<file path="src/afd_pkg.sv">
// ----------------------------------------------------------------------------
// afd_pkg
// Shared types, codes and helpers of the addressable LED frame driver.
// ----------------------------------------------------------------------------
package afd_pkg;

  localparam int MAX_LEDS_DEF = 1024;

  localparam int OP_W       = 2;
  localparam int IDX_W      = 10;
  localparam int COL_W      = 8;
  localparam int CNT_W      = 11;
  localparam int BIT_W      = 15;
  localparam int LAT_W      = 16;
  localparam int TICK_W     = 16;
  localparam int WORD_W     = 24;
  localparam int POS_W      = 5;
  localparam int STAT_W     = 2;
  localparam int LED_W      = 10;
  localparam int CFG_IDX_W  = 3;
  localparam int CFG_DATA_W = 16;

  localparam logic [POS_W-1:0] POS_TOP = 5'd23;

  typedef enum logic [OP_W-1:0] {
    OP_SET     = 2'd0,
    OP_REFRESH = 2'd1,
    OP_CLEAR   = 2'd2,
    OP_TICK    = 2'd3
  } op_t;

  localparam logic [STAT_W-1:0] ST_OK    = 2'd0;
  localparam logic [STAT_W-1:0] ST_RANGE = 2'd1;
  localparam logic [STAT_W-1:0] ST_BUSY  = 2'd2;

  localparam logic [CFG_IDX_W-1:0] CFG_STRIP_LEN  = 3'd0;
  localparam logic [CFG_IDX_W-1:0] CFG_ZERO_HIGH  = 3'd1;
  localparam logic [CFG_IDX_W-1:0] CFG_ZERO_LOW   = 3'd2;
  localparam logic [CFG_IDX_W-1:0] CFG_ONE_HIGH   = 3'd3;
  localparam logic [CFG_IDX_W-1:0] CFG_ONE_LOW    = 3'd4;
  localparam logic [CFG_IDX_W-1:0] CFG_LATCH      = 3'd5;

  typedef enum logic [3:0] {
    PH_IDLE  = 4'b0001,
    PH_HIGH  = 4'b0010,
    PH_LOW   = 4'b0100,
    PH_LATCH = 4'b1000
  } phase_t;

  typedef enum logic [4:0] {
    S_INIT  = 5'b00001,
    S_RUN   = 5'b00010,
    S_CLEAR = 5'b00100,
    S_FETCH = 5'b01000,
    S_LOAD  = 5'b10000
  } state_t;

  typedef struct packed {
    logic accept;
    logic init_sweep;
    logic clear_sweep;
    logic load;
  } cmd_t;

  typedef struct packed {
    logic sweep_last;
    logic need_load;
    logic start_clear;
  } sts_t;

  function automatic logic [TICK_W-1:0] at_least_one(input logic [BIT_W-1:0] t);
    logic [TICK_W-1:0] r;
    r = (t == '0) ? TICK_W'(1) : TICK_W'(t);
    return r;
  endfunction

endpackage

</file>
<file path="src/afd_ctrl.sv">
// ----------------------------------------------------------------------------
// afd_ctrl
// Controller: store clearing after reset, item handshake, clear sweep and
// pixel fetch sequencing.
// ----------------------------------------------------------------------------
module afd_ctrl (
  input  logic          clk,
  input  logic          rst_n,
  input  logic          in_valid,
  output logic          in_ready,
  output logic          out_valid,
  input  logic          out_ready,
  input  afd_pkg::sts_t sts,
  output afd_pkg::cmd_t cmd
);

  afd_pkg::state_t state_r, state_nxt;
  logic            out_valid_r, out_valid_nxt;
  logic            accept;

  assign in_ready  = (state_r == afd_pkg::S_RUN) && (!out_valid_r || out_ready);
  assign accept    = in_valid && in_ready;
  assign out_valid = out_valid_r;

  always_comb begin
    cmd.accept      = accept;
    cmd.init_sweep  = (state_r == afd_pkg::S_INIT);
    cmd.clear_sweep = (state_r == afd_pkg::S_CLEAR);
    cmd.load        = (state_r == afd_pkg::S_LOAD);
  end

  always_comb begin
    out_valid_nxt = out_valid_r;
    if (accept) begin
      out_valid_nxt = 1'b1;
    end else if (out_ready) begin
      out_valid_nxt = 1'b0;
    end
  end

  always_comb begin
    state_nxt = state_r;
    unique case (state_r)
      afd_pkg::S_INIT: begin
        if (sts.sweep_last) state_nxt = afd_pkg::S_RUN;
      end
      afd_pkg::S_RUN: begin
        if (accept && sts.need_load) begin
          state_nxt = sts.start_clear ? afd_pkg::S_CLEAR : afd_pkg::S_FETCH;
        end
      end
      afd_pkg::S_CLEAR: begin
        if (sts.sweep_last) state_nxt = afd_pkg::S_FETCH;
      end
      afd_pkg::S_FETCH: state_nxt = afd_pkg::S_LOAD;
      afd_pkg::S_LOAD:  state_nxt = afd_pkg::S_RUN;
      default:          state_nxt = afd_pkg::S_INIT;
    endcase
  end

  always_ff @(posedge clk) begin
    if (!rst_n) begin
      state_r     <= afd_pkg::S_INIT;
      out_valid_r <= 1'b0;
    end else begin
      state_r     <= state_nxt;
      out_valid_r <= out_valid_nxt;
    end
  end

endmodule

</file>
<file path="config.mk">
export PLATFORM = sky130hd
export DESIGN_NAME = afd_ctrl
export DESIGN_NICKNAME = d
export VERILOG_FILES = /design/src/afd_pkg.sv /design/src/afd_ctrl.sv
export SDC_FILE = /design/constraint.sdc
export NUM_CORES = 1
export LEC_CHECK = 0
export BUFFER_PORTS_ARGS = -buffer_cell sky130_fd_sc_hd__buf_2
export CAP_MARGIN = 30
export CORE_AREA = 5 5 42 44
export CTS_CLUSTER_DIAMETER = 100
export CTS_CLUSTER_SIZE = 8
export DETAILED_ROUTE_END_ITERATION = 7
export DIE_AREA = 0 0 47 49
export PLACE_DENSITY = 0.57
export SLEW_MARGIN = 10
export SYNTH_ARGS = -nofsm -noshare
export SYNTH_HDL_FRONTEND = slang
export SYNTH_SLANG_ARGS = --single-unit
</file>
<file path="constraint.sdc">
create_clock -name clk -period 2.3 [get_ports clk]
set_clock_uncertainty 0.2 [all_clocks]
set_input_delay 0.115 -clock clk [delete_from_list [all_inputs] [get_ports clk]]
set_output_delay 0.115 -clock clk [all_outputs]
set_load 0.1 [all_outputs]
</file>
==> results of run 1 <==
[registers in the layout (all words and copies together) (netlist names)]
register   count
out_valid      1
state_r        5
[synthesized netlist by cell type, types with 2 or more instances]
cell	instances
nor3_1	3
nor3b_1	2
inv_1	2
dfxtp_1	6
or4_1	2
or2b_2	2
nand3_1	2
xnor2_1	2
[metal layers]
| metal | share of wire [%] | GRT usage [%] | vias up | wire (microns) |
|---|---|---|---|---|
| met2 | 51 | 12.0 | 7 | 449 |
| met4 | 0 | 5.07 | 0 | 0 |
| met1 | 46 | 11.9 | 184 | 409 |
| li1 | - | - | 197 | - |
| met3 | 2.9 | 2.58 | 0 | 26 |
| met5 | 0 | 0 | - | 0 |
[critical path: stages (launching register included)]
cell     delay [ns]
dfxtp_1        0.37
nor3_1         0.39
nand2_1        0.18
nor3b_1        0.19
buf_2          0.45
[worst paths after layout]
kind / start / to / cells after the start
worst max-delay path: state_r[0] / cmd[3] / 4
worst min-delay path: sts[1] / state_r[1] / 3
worst max register to register: state_r[0] / out_valid / 4
worst min register to register: state_r[2] / state_r[3] / 2
[per-stage QoR]
stage | util [%] | hold slack, ns
final | 36.3 | 0.0306
after detailed placement | 32.6 | 0.203
after global placement | 32.6 | 0.209
after global routing | 36.3 | 0.0599
after floorplan | - | 0.0688
after CTS | 36.3 | 0.0229
[kinds of logic after synthesis]
family | after synthesis | synth area share (%)
AOI/OAI and AO/OA | 9 | 19.0
buffers and inverters | 4 | 5.33
xor gates and xnor gates | 2 | 4.67
and+or+nand+nor | 21 | 39.0
DFF | 6 | 32.0
[report_power, final]
| part | switching, mW | internal, mW | leakage [nW] |
|---|---|---|---|
| logic | 0.286 | 0.131 | 0.150 |
| clock network | 0.0328 | 0.0587 | 0.0138 |
| registers | 0.0388 | 0.130 | 0.0490 |
[final cells by class]
cell class	instances	area, sq um
Sequential cell	6	120
Inverter	2	7.51
Tap cell	16	20.0
Clock buffer	3	22.5
Multi-Input combinational cell	32	249
Fill cell	151	892
Timing Repair Buffer	15	90.1
==> flow_summary.ini, run 1 <==
[global_routing]
grt_first_pass_wirelength_microns = 1500
track_usage_pct = 8.80
grt_pass1_vias = 363
grt.overflow.total = 0
grt_start_max_net_pins = 9
antenna_found_initial = 0

[cts]
clkTransAtPathRegs_ns = 0.04
cts_sinks = 6
post_cts_resized = 0
htree_levels = 1
cts_buffer_depth = 2
clk_latency_ns = 0.24
numCtsBuffers = 3
cts_tree = done
cts_hold_buf = 3
cts_setup_buffers = 0
root_buffer = clkbuf_4

[min_path]
min_path_type = input pin to flip-flop

[finish]
drive_gt1_share_pct = 39.7
final_area_sq_um = 509
final_cells = 74
antennaDiodeCount = 0
layout_commonest_cell = buf_2
final_cell_mix = buf_2, dfxtp_1, clkbuf_4, dlygate4sd3_1
area_growth_pct = 35.7
nNetsFinal = 67

[critical_path]
crit_type = flip-flop to output port
r2r_slack_ns = 0.39
crit_fanout = 7
critPathLaunchType = flip-flop
cp.arrival_ns = 1.82
cp.required_ns = 1.99
crit_path_end_kind = output port

[routing]
wire_per_inst_microns = 12.0
antenna_left = 0
drt_wl_total_microns = 885
drtIter0Drc = 6
drc = 0
viasPerCell = 5.24
drt_first_pass_iters = 4
num_vias = 388

[outcome]
status = completed

[synth]
yosysSeqAreaShare_pct = 32.0
yosys-top-cells-area = dfxtp_1, or2b_2, xnor2_1
ys_async_sr_fraction_pct = 0
synth_top_cell_area_share_pct = 32.0
ys_types = 29
synth_nets = 49
synth_seq_cells = 6
yosysTopAreaCell = dfxtp_1
post_synth.cell_area_avg_sq_um = 8.94
ys_warn_count = 0
synth-edff-count = 0
synth_flop_cell = dfxtp_1
synthesis.area_sq_um = 375
synthCells = 42

[timing]
fin_ws_ns = 0.163
fin_setup_tns_ns = 0
fin_crit_ns = 2.14
worst_slew_pin_slew_ns = 0.495
finalHoldViolCount = 0
fmax_mhz = 468
slew_violations = 0
maxSlewHeadroom_pct = 66.8
setup_violations = 0
rsz0062_at_grt = no
fin_crit_sh_pct = 92.9

[placed_design]
io_buffer_count = 12
dp_hpwl_microns = 698
dp.cells = 68
place_congestion = 0.816
dp_slack_ns = 0.427
dpl_cell_area_sq_um = 457

[floorplanning]
num_io_pins = 13
die_area_sq_um = 2300
num_rows = 14
die_h_microns = 49
die_x_microns = 47
core_sq_um = 1400
initial_core_util_pct = 26.8

[pwr]
ir_drop_mv = 0.504
leakage_nw = 0.213
finalPower_uw = 678
powerDensity_nw_per_um2 = 1330

[run]
cap_violations = 0
No activity file was read; power rests on OpenSTA's default activity.
==> run 2, diff against run 1 <==
CTS_BUF_LIST = sky130_fd_sc_hd__clkbuf_16   (was unset)
GPL_ROUTABILITY_DRIVEN = 0   (was unset)
clock period = 2.7 ns   (was 2.3 ns; I/O delays follow)
==> run 2 against run 1 <==
Against the previous run:
- combinational power shrank 16%
- sequential share of layout area shrank 1.3 points
- power grew 7.4%
- wire length shrank 3.2%
- first-iteration DRC count shrank 50%
- global-route usage shrank 0.077 points
- cell count shrank 2.7%
- worst hold slack lost 0.021 ns
- core utilization grew 2.1 points
- final area grew 5.9%
- non-clock buffer count shrank 2
- critical endpoint unchanged
- sequential cell count is the same
==> flow_summary.ini, run 2 (synthesized netlist as in run 1, its figures left out) <==
[finish]
top_register = state_r
nNetsFinal = 65
final_cells = 72
antennaDiodeCount = 0
area_growth_pct = 43.7
layout_commonest_cell = buf_2
final_cell_mix = buf_2, dfxtp_1, clkbuf_16
largest_register_ffs = 5
fillers = 148
drive_gt1_share_pct = 39.3

[floorplanning]
num_rows = 14
num_io_pins = 13
die_h_microns = 49
core_sq_um = 1400
initial_core_util_pct = 26.8
die_x_microns = 47
die_area_sq_um = 2300

[timing]
fmax_mhz = 475
fin_setup_tns_ns = 0
slew_violations = 0
setup_violations = 0
rsz0062_at_grt = no
worst_slew_pin_slew_ns = 0.518
hold_slack_ns = 0.00949
finalHoldViolCount = 0
fin_crit_ns = 2.11
fin_crit_sh_pct = 78.0
maxSlewHeadroom_pct = 65.2
fin_ws_ns = 0.594

[outcome]
status = completed

[routing]
drtIter0Drc = 3
antenna_left = 0
drt_wl_total_microns = 857
drt_first_pass_iters = 4
viasPerCell = 5.15
drc = 0
wire_per_inst_microns = 11.9
num_vias = 371

[critical_path]
crit_type = flip-flop to output port
worstRegToRegCells = 3
cp.required_ns = 2.37
critPathLaunchType = flip-flop
cp.arrival_ns = 1.77
crit_path_end_kind = output port
crit_fanout = 7
cp-startpoint = state_r[0]
r2r-start = state_r[3]

[run]
cap_violations = 0

[global_routing]
grt_pass1_vias = 359
grt.overflow.total = 0
track_usage_pct = 8.73
grt_start_max_net_pins = 9
grt_first_pass_wirelength_microns = 1480
antenna_found_initial = 0

[pwr]
powerDensity_nw_per_um2 = 1350
leakage_nw = 0.225
ir_drop_mv = 0.637
finalPower_uw = 728

[cts]
cts_buffer_depth = 2
htree_levels = 1
clk_latency_ns = 0.22
clkTransAtPathRegs_ns = 0.03
cts_setup_buffers = 0
cts_tree = done
numCtsBuffers = 3
cts_sinks = 6
root_buffer = clkbuf_16

[placed_design]
dp_hpwl_microns = 693
dp.cells = 68
io_buffer_count = 12
dp_slack_ns = 0.820

[min_path]
worstHoldPathCells = 3
min_path_type = input pin to flip-flop
hold_start = in_valid
[run 2: changes by cell type in the layout (fill, tap and decap cells not counted), sizes merged]
cell         previous run  this run
dlygate4sd3             3         1
[run 2: worst max-delay path, cell delays in order (launching register included)]
cell	delay, ns
dfxtp_1	0.37
nor3_1	0.37
nand2_1	0.17
nor3b_1	0.19
buf_2	0.45
[run 2: layer usage]
metal | vias to the layer above | global-route usage, % | wire length, microns
met4 | 0 | 4.15 | 8
met1 | 171 | 11.2 | 374
li1 | 188 | - | -
met5 | - | 0 | 0
met2 | 10 | 12.4 | 424
met3 | 2 | 3.32 | 50
[run 2: what timing repair did]
item / in CTS / in global routing
resized for setup: 0 / 0
hold endpoints to repair: 1 / 0
hold buffers: 1 / 0
[run 2: power by group]
group	total (mW)	switching (mW)	internal (mW)
combinational	0.350	0.241	0.109
sequential	0.144	0.0330	0.111
clock	0.234	0.0447	0.190
[run 2: cell type report]
class / instances / area [sq um] / area share, %
inverters: 2 / 7.51 / 1.39
clock buffers: 3 / 75.1 / 13.9
repair buffers: 13 / 70.1 / 13.0
flip-flops and latches: 6 / 120 / 22.3
well taps: 16 / 20.0 / 3.71
multi-input cells: 32 / 246 / 45.7
[run 2: path summary, 6_finish.rpt]
kind,slack [ns],endpoint
worst max-delay path,0.59,cmd[3]
worst min-delay path,0.009,out_valid
worst max register to register,1.00,state_r[3]
worst min register to register,0.36,out_valid
[run 2: stage by stage]
| stage | utilization (%) | instance area, sq um |
|---|---|---|
| global placement | 32.4 | 454 |
| floorplan | - | 387 |
| CTS | 38.5 | 539 |
| global route | 38.5 | 539 |
| detailed placement | 32.4 | 454 |
| finish | 38.5 | 539 |
